<file path="src/rtl/bsbez_pkg.sv">
package bsbez_pkg;

   // coordinate width, two's complement fixed point
   localparam int COORD_BITS = 32;
   // floor(u/3) of an unsigned coordinate fits one bit less
   localparam int QUOT_BITS = COORD_BITS - 1;
   // room for six times a third plus carries
   localparam int SUM_BITS = COORD_BITS + 3;

   // reciprocal of three, ceil(2^(COORD_BITS+1)/3), exact for every unsigned coordinate
   localparam logic [63:0] RECIP_POW = 64'd1 << (COORD_BITS + 1);
   localparam logic [COORD_BITS-1:0] RECIP =
      COORD_BITS'((RECIP_POW + 64'd3 - (RECIP_POW % 64'd3)) / 64'd3);

   // offset binary bias 2^(COORD_BITS-1) split into 3*quot + rem
   localparam logic [63:0] HALF_POW = 64'd1 << (COORD_BITS - 1);
   localparam logic [COORD_BITS-1:0] BIAS_QUOT = COORD_BITS'(HALF_POW / 64'd3);
   localparam logic [1:0] BIAS_REM = 2'(HALF_POW % 64'd3);

   localparam logic [2:0] SEEN_FIRST = 3'd3;
   localparam logic [2:0] SEEN_MAX = 3'd7;

   typedef logic signed [COORD_BITS-1:0] coord_type;

   // a coordinate held as p = 3*q + r with 0 <= r < 3
   typedef struct packed {
      coord_type  q;
      logic [1:0] r;
   } third_type;

   // x, y, z at index 0, 1, 2
   typedef third_type [2:0] tpoint_type;

   typedef enum logic [1:0] {
      KIND_JUNCTION,
      KIND_NEAR,
      KIND_FAR,
      KIND_END
   } kind_type;

endpackage

</file>
<file path="src/rtl/bsbez_blend.sv">
module bsbez_blend import bsbez_pkg::*; (
   input  kind_type        kind,
   input  third_type [3:0] pts,
   output coord_type       result
);

   third_type                   f, g, h;
   logic                        wide_g;
   logic                        by_six;
   logic signed [SUM_BITS-1:0]  g_q;
   logic signed [SUM_BITS-1:0]  q_sum;
   logic signed [SUM_BITS-1:0]  res;
   logic [3:0]                  r_sum;
   logic [3:0]                  v;
   logic [1:0]                  frac;

   always_comb begin
      f = '0;
      g = '0;
      h = '0;
      wide_g = 1'b0;
      by_six = 1'b0;
      unique case (kind)
         KIND_JUNCTION: begin
            f = pts[0];
            g = pts[1];
            h = pts[2];
            wide_g = 1'b1;
            by_six = 1'b1;
         end
         KIND_NEAR: begin
            f = pts[2];
            g = pts[1];
         end
         KIND_FAR: begin
            f = pts[1];
            g = pts[2];
         end
         KIND_END: begin
            f = pts[1];
            g = pts[2];
            h = pts[3];
            wide_g = 1'b1;
            by_six = 1'b1;
         end
      endcase

      // weighted sum of quotients and of remainders kept apart
      g_q = SUM_BITS'(g.q);
      q_sum = SUM_BITS'(f.q) + (wide_g ? (g_q <<< 2) : (g_q <<< 1)) + SUM_BITS'(h.q);
      r_sum = 4'(f.r) + (wide_g ? {g.r, 2'b00} : {1'b0, g.r, 1'b0}) + 4'(h.r);

      v = '0;
      if (by_six) begin
         // (3Q + R)/6 = Q>>1 + (3*odd(Q) + R)/6
         v = r_sum + (q_sum[0] ? 4'd3 : 4'd0);
         frac = (v >= 4'd12) ? 2'd2 : ((v >= 4'd6) ? 2'd1 : 2'd0);
         res = (q_sum >>> 1) + SUM_BITS'(frac);
      end else begin
         frac = (r_sum >= 4'd6) ? 2'd2 : ((r_sum >= 4'd3) ? 2'd1 : 2'd0);
         res = q_sum + SUM_BITS'(frac);
      end
      result = coord_type'(res[COORD_BITS-1:0]);
   end

endmodule

</file>
<file path="config.mk">
export PLATFORM = sky130hd
export DESIGN_NAME = bsbez_blend
export DESIGN_NICKNAME = d
export VERILOG_FILES = /design/src/rtl/bsbez_pkg.sv /design/src/rtl/bsbez_blend.sv
export SDC_FILE = /design/constraint.sdc
export NUM_CORES = 1
export LEC_CHECK = 0
export BUFFER_PORTS_ARGS = -buffer_cell sky130_fd_sc_hd__clkbuf_2
export CELL_PAD_IN_SITES_DETAIL_PLACEMENT = 1
export CELL_PAD_IN_SITES_GLOBAL_PLACEMENT = 1
export CORE_UTILIZATION = 40
export DETAILED_ROUTE_END_ITERATION = 8
export PLACE_DENSITY = 0.86
export SLEW_MARGIN = 40
export SYNTH_ARGS = -nofsm -noshare
export SYNTH_HDL_FRONTEND = slang
export SYNTH_SLANG_ARGS = --single-unit
</file>
<file path="constraint.sdc">
create_clock -name vclk -period 7.3
set_input_delay 0.365 -clock vclk [all_inputs]
set_output_delay 0.365 -clock vclk [all_outputs]
set_load 0.01 [all_outputs]
</file>
Yosys cells after proc, flatten, opt, wreduce, memory -nomap -nowiden --
Cells that the tools add are included. W data, S select, Z words.
Cells by class: add/sub/neg operators 7, magnitude comparators 4, equal/unequal tests 3, muxes and demuxes 12, reduce and logical (&&, ||, !) cells 4
Operator list (number):
- $pmux W34 S2 | 2
- $pmux W34 S3 | 1
- $add A32 B2 Y32 | 2
- $add A32 B33 Y33 | 1
- $add A33 B32 Y33 | 1
- $mux W33 | 1
- $mux W32 | 1
- $add A4 B2 Y4 | 2
- $ge A4 B3 Y1 const B | 2
- $mux W2 | 3
- $reduce_or A2 Y1 | 3
- $add A2 B4 Y4 | 1
- $eq A2 B2 Y1 const B | 2
- $ge A4 B2 Y1 const B | 1
- $ge A4 B4 Y1 const B | 1
- $mux W4 | 1
- $mux W1 | 3
- $eq A2 B1 Y1 const B | 1
- $logic_not A2 Y1 | 1
Word-level totals: bits in registers 0, input port bits 138, output and inout port bits 32, word-level logic and storage cells 30

Longest topological paths before layout --
Gate-level depths: netlist of run 1.
depth in word-level cells 13, mapped depth 27, gate-level depth less buffers 25

Worst setup path after synthesis of run 1 --
No wires, ideal clock.
kind input -> output, start in kind[0], end out result[30], arrival 6.253 ns, data required time 6.935 ns, slack 0.682 ns, stages on the path 26, path buffers 4, cells stage by stage inv_1 ha_1 clkbuf_1 clkbuf_1 buf_1 buf_1 nor2_1 fa_1 ha_1 inv_1 fa_1 xnor2_1 mux2_2 nor2_1 a21oi_1 o21ai_0 ha_1 inv_1 fa_1 nor3_1 nand3_1 nor4_1 nand3_1 or3_1 a2bb2oi_1 o211ai_1
On the way: longest elaborated chain between the ends 12, elaborated cells between the ends (all ways) 30, those cells by class 7 x add/sub; 4 x order compare; 3 x eq/ne; 12 x mux; 4 x reduce/logical
Ends and longest elaborated chain:
- start, declared | RTL line bsbez_blend.sv:2 | input kind_type kind,
- $eq A2 B2 Y1, or another cell as far along | RTL line bsbez_blend.sv:23 | unique case (kind)
- $reduce_or A2 Y1 (no source line)
- $pmux W34 S3, or another cell as far along | RTL line bsbez_blend.sv:23
- $add A32 B33 Y33 or $mux W4 (tied branches) | RTL line bsbez_blend.sv:50, bsbez_blend.sv:51
- $add A33 B32 Y33 or $add A2 B4 Y4 (tied branches) | RTL line bsbez_blend.sv:50, bsbez_blend.sv:51
- $mux W2 or $add A4 B2 Y4 (tied branches) | RTL line bsbez_blend.sv:56, bsbez_blend.sv:51
- $add A4 B2 Y4 | RTL line bsbez_blend.sv:56 | v = r_sum + (q_sum[0] ? 4'd3 : 4'd0);
- $ge A4 B3 Y1 | RTL line bsbez_blend.sv:57 | frac = (v >= 4'd12) ? 2'd2 : ((v >= 4'd6) ? 2'd1 : 2'd0);
- $mux W1 | RTL line bsbez_blend.sv:57
- $mux W2 | RTL line bsbez_blend.sv:57
- $add A32 B2 Y32 | RTL line bsbez_blend.sv:58 | res = (q_sum >>> 1) + SUM_BITS'(frac);
- $mux W32 (*) | RTL line bsbez_blend.sv:54 | if (by_six) begin
- end, declared | RTL line bsbez_blend.sv:4 | output coord_type result
Mark *: on every way between the ends. The rest lies on a longest branch, timed or not.

Final worst setup path of run 1 --
Ends and elaborated chain as after synthesis.

==> flow_summary_export.csv, run 1 <==
group,metric,value,unit
critical_path,arrival,6.33,ns
routing,top_layer,"met4",
power,p_sw,1.328,mW
timing,finalCritPeriodShare,0.9167,
synth,synth.mux.area_fraction,0.06357,
timing,drv_slew,0,
timing,worst_slew_pin_slew,0.8055,ns
timing,timing.final.ws_setup,0.6082,ns
floorplan,chipHeight,132.9,µm
routing,wl_met1,11620,µm
global_routing,grt_max_degree,90,
placement,placed_area,0.007829,mm²
routing,vias,8037,
finish,seq_cells,0,
placement,gp_congestion,0.9283,
routing,routed-wl-met3,1162,µm
finish,drive_gt1_frac,0.1929,
clock_tree,post_cts_buffers,0,
finish,num-clock-buffers,0,
critical_path,crit_slowest_cell,"fa_1",
power,power_frac_comb,1.000,
global_routing,grt_usage,0.2699,
timing,hold_violations,0,
placement,dp_slack,0.4736,ns
critical_path,critPathCaptureType,"output pin",
floorplan,start_util,0.4115,
timing,setup_tns,0,ns
global_routing,grt_overflow,0,
floorplan,ioPinCount,170,
power,seqPwrFrac,0,
floorplan,placementRows,47,
critical_path,path_common_cell,"ha_1",
power,internal_power,791.5,µW
synth,synth_fp_nets,1263,
hold_path,hp-class,"input port to output pin",
routing,vias_per_cell,5.820,
synth,ys_warn_count,0,
finish,layout_commonest_cell,"nand2_1",
floorplan,die_area,0.01765,mm²
critical_path,start_kind,"input port",
timing,timing.fmax,149.4,MHz
finish,insertedDiodeCount,0,
critical_path,worst-path-buf-inv,4,
finish,nNetsFinal,1384,
routing,initialDrtViolationCount,404,
synth,ys_types,74,
synth,synthXorXnorAreaFrac,0.08422,
critical_path,cp.required,6.93,ns
global_routing,antenna_found_initial,0,
critical_path,path_max_fanout,12,
synth,synth_top_area_share,0.1081,
routing,drtAntennaViolNets,0,
timing,setup_violations,0,
timing,period_needed,6.692,ns
global_routing,grt_pass1_vias,7984,
power,vdd_drop_max,0.1270,mV
finish,multi_input_area,0.006316,mm²
routing,drc_errors,0,
synth,yosysSeqAreaShare,0,
timing,holdWs,1.491,ns
synth,synth-simple-area-share,0.2786,
synth,synth_area_leaders,"fa_1 (11%), nand2_1 (9.9%), ha_1 (8.4%), a21oi_1 (6.0%), mux2i_1 (5.7%)",
synth,syn-cell-area,0.006849,mm²
power,power_density,270.3,mW/mm²
power,p_clk_frac,0,
job,cap_violations,0,
finish,final_area,0.007840,mm²
timing,relSlewSlack,0.4630,
placement,port_buffers,170,
status,status,"completed",
global_routing,grt_pass1_wl,39780,µm
synth,synth_top_family_by_area,"compound AO/OA/AOI/OAI gates",
placement,hpwl,20570,µm
finish,syn2layout_area_growth,14.47,%
finish,n_fill_cell,2288,
clock_tree,hold_buffers,0,
routing,dr.pass1.iters,5,
routing,routed_wirelength,24170,µm
synth,yosys.area.top_type,"fa_1",
finish,regArea,0,µm²
floorplan,die_w,132.9,µm
power,swShare,0.6265,
power,leakage,3.785,nW
synth,synth_fa_ha_area_frac,0.1922,
routing,routedWlPerCell,17.50,µm
finish,final_cell_mix,"nand2_1 (181), clkbuf_2 (170), a21oi_1 (82)",
critical_path,critPathKind,"input port to output pin",
routing,wl_met2,10950,µm
synth,syn_inst,1042,
critical_path,crit_family,"simple AND/OR/NAND/NOR gates",
floorplan,fp.coreArea,0.01664,mm²
critical_path,slowest_delay,0.50,ns
synth,avgSynthCellArea,6.573,µm²
synth,synth_compound_area_frac,0.3003,
timing,rsz0062_at_grt,"false",
[layer usage]
metal,up-vias,GRT usage
met5,-,0
met4,0,0.04853
met1,3814,0.3845
met2,250,0.4520
li1,3949,-
met3,24,0.01264
[cell type report]
class | instances | share of cell area
Multi-Input combinational cell | 898 | 0.8056
Timing Repair Buffer | 182 | 0.1205
Inverter | 81 | 0.03878
Tap cell | 220 | 0.03511
[what timing repair did]
item | in CTS | in global routing
setup endpoints to repair | 0 | 1
resized for setup | 0 | 1
endpoints found under the hold margin | 0 | 0
[stage by stage]
stage | total power, mW | instances | util
3_3_place_gp | 2.028 | 1381 | 0.4704
2_1_floorplan | 1.505 | 1042 | -
6_report | 2.119 | 1381 | 0.4711
3_5_place_dp | 2.088 | 1381 | 0.4704
4_1_cts | 2.099 | 1381 | 0.4704
5_1_grt | 2.334 | 1381 | 0.4711
[Yosys cell counts, types with 4 or more instances]
library cell,number
o21a_1,5
and3_1,10
nand4_1,16
a21oi_1,82
or3_1,8
inv_1,81
nand2b_1,7
a21boi_0,4
o211ai_1,9
ha_1,46
nor4_1,15
fa_1,37
nor3_1,27
xor2_1,23
a311oi_1,4
o21ai_0,48
a211oi_1,13
o211a_1,6
nand3_1,21
and2_1,15
nand2_1,181
o21ai_1,4
a21o_1,9
clkbuf_1,48
buf_2,6
buf_1,7
nor2_1,81
mux2i_1,39
a22o_1,29
xnor2_1,41
mux2_2,4
a22oi_1,42
or2_2,8
[cells by family after synthesis]
group / count (synthesis)
compound gates: 298
buf+inv: 144
mux: 43
fa+ha+maj: 83
simple gates: 409
xor+xnor: 65
[power by group through the flow]
stage	Clock, mW	Combinational (mW)	Sequential (mW)
6_report	0	2.12	0
3_5_place_dp	0	2.09	0
5_1_grt	0	2.33	0
3_3_place_gp	0	2.03	0
2_1_floorplan	0	1.50	0
4_1_cts	0	2.10	0
[final timing paths]
path	cells after the start	endpoint	start	slack, ns
setup / recovery	26	result[30]	kind[0]	0.61
hold / removal	5	result[0]	kind[1]	1.49
Power figures use the tool's default switching activity.
==> run 2: changes to the inputs <==
--- a/config.mk
+++ b/config.mk
@@ -8,9 +8,9 @@
 export BUFFER_PORTS_ARGS = -buffer_cell sky130_fd_sc_hd__clkbuf_2
 export CELL_PAD_IN_SITES_DETAIL_PLACEMENT = 1
 export CELL_PAD_IN_SITES_GLOBAL_PLACEMENT = 1
-export CORE_UTILIZATION = 40
+export CORE_UTILIZATION = 43
 export DETAILED_ROUTE_END_ITERATION = 8
-export PLACE_DENSITY = 0.86
+export PLACE_DENSITY = 0.92
 export SLEW_MARGIN = 40
 export SYNTH_ARGS = -nofsm -noshare
 export SYNTH_HDL_FRONTEND = slang
==> constraint.sdc (replaced) <==
create_clock -name vclk -period 8.1
set_input_delay 0.405 -clock vclk [all_inputs]
set_output_delay 0.405 -clock vclk [all_outputs]
set_load 0.01 [all_outputs]
==> run 2 against run 1 <==
Effect of this change:
- via count grew 2.9%
- first-iteration DRC count grew 25%
- count of clock-buffer cells in the layout is the same
- combinational power shrank 9.9%
- sequential share of layout area is the same
- non-clock buffer count shrank 5
- wire length grew 2.6%
- worst setup slack gained 0.19 ns
- largest power group unchanged
==> flow_summary_export.csv, run 2 (synthesized netlist as in run 1, its figures left out) <==
group,metric,value,unit
status,status,"completed",
routing,routedWlPerCell,18.13,µm
finish,final_cells,1367,
routing,drtAntennaViolNets,0,
critical_path,critPathKind,"input port to output pin",
finish,layout_commonest_cell,"nand2_1",
finish,final_cell_mix,"nand2_1 (181), clkbuf_2 (170), a21oi_1 (82)",
finish,drive_gt1_frac,0.1886,
timing,period_needed,7.302,ns
power,leakage,3.759,nW
floorplan,fp.coreArea,0.01537,mm²
power,swShare,0.6302,
timing,timing.fmax,136.9,MHz
clock_tree,post_cts_buffers,0,
timing,worst_slew_pin_slew,0.7612,ns
power,power_density,246.1,mW/mm²
finish,num-clock-buffers,0,
global_routing,grt_max_degree,64,
floorplan,start_util,0.4456,
global_routing,grt_pass1_vias,8610,
hold_path,hp-class,"input port to output pin",
timing,setup_violations,0,
critical_path,path_max_fanout,14,
floorplan,ioPinCount,170,
critical_path,arrival,6.90,ns
routing,drc_errors,0,
placement,gp_congestion,0.9125,
power,vdd_drop_max,0.09022,mV
clock_tree,hold_buffers,0,
finish,regArea,0,µm²
finish,n_fill_cell,2165,
global_routing,antenna_found_initial,0,
finish,syn2layout_area_growth,13.59,%
routing,vias_per_cell,6.053,
routing,initialDrtViolationCount,503,
placement,place_inst,1367,
power,power,1.914,mW
clock_tree,ctsResizeCount,0,
timing,finalCritPeriodShare,0.9015,
timing,setup_tns,0,ns
routing,vias,8274,
placement,port_buffers,170,
routing,routed_wirelength,24790,µm
timing,rsz0062_at_grt,"false",
routing,dr.pass1.iters,5,
power,p_sw,1.206,mW
finish,insertedDiodeCount,0,
timing,holdWs,1.653,ns
floorplan,placementRows,45,
global_routing,grt_overflow,0,
timing,hold_violations,0,
power,seqPwrFrac,0,
power,internal_power,707.9,µW
global_routing,grt_usage,0.3021,
finish,nNetsFinal,1379,
floorplan,die_w,128.2,µm
critical_path,start_kind,"input port",
job,cap_violations,0,
timing,relSlewSlack,0.4889,
finish,seq_cells,0,
floorplan,die_area,0.01644,mm²
power,p_clk_frac,0,
critical_path,cp.required,7.70,ns
timing,drv_slew,0,
critical_path,critPathCaptureType,"output pin",
placement,hpwl,21130,µm
global_routing,grt_pass1_wl,41240,µm
floorplan,chipHeight,128.2,µm
power,power_frac_comb,1.000,
run 2: worst max-delay path, cell delays in order:
cell and delay, ns:
clkbuf_2 0.10, ha_1 0.34, or2_2 0.47, a22oi_1 0.20, o21ai_0 0.14, fa_1 0.56
ha_1 0.15, inv_1 0.05, fa_1 0.37, xnor2_1 0.53, mux2_2 0.41, nor2_1 0.10
a21oi_1 0.08, o21ai_0 0.09, ha_1 0.19, inv_1 0.06, fa_1 0.40, nor3_1 0.38
nand3_1 0.28, nor4_1 0.54, nand3_1 0.22, or3_1 0.34, a2bb2oi_1 0.13, o211ai_1 0.18
clkbuf_2 0.16
run 2: worst paths after layout:
path              depth (start not counted)  startpoint          to
setup / recovery                         25     kind[0]  result[30]
hold / removal                            7      pts[2]   result[0]
run 2: per-layer routing:
| metal | share of wire | vias to the layer above | wire length, µm | global-route usage |
|---|---|---|---|---|
| met5 | 0 | - | 0 | 0 |
| met4 | 0.037 | 0 | 915 | 0.1038 |
| met3 | 0.045 | 69 | 1110 | 0.01711 |
| met2 | 0.49 | 313 | 12110 | 0.5555 |
| met1 | 0.43 | 3964 | 10650 | 0.3706 |
| li1 | - | 3928 | - | - |
run 2: cell type report:
class | instances | area (µm²) | area share
inverter | 81 | 304.0 | 0.03908
multi-input combinational | 898 | 6309 | 0.8109
tap | 211 | 264.0 | 0.03393
timing repair buffer | 177 | 903.4 | 0.1161
run 2: power by group through the flow:
stage,Combinational (mW),Sequential (mW),Clock (mW)
after floorplan,1.36,0,0
after global placement,1.81,0,0
after detailed placement,1.88,0,0
after CTS,1.89,0,0
after global routing,2.10,0,0
final,1.91,0,0
run 2: metrics by stage:
stage          worst slack [ns]  cell area (µm²)    util
3_3_place_gp              1.146             7780  0.5061
6_report                 0.7976             7780  0.5061
2_1_floorplan             1.402             6849       -
5_1_grt                  0.3471             7780  0.5061
4_1_cts                  0.8511             7780  0.5061
3_5_place_dp             0.8530             7780  0.5061
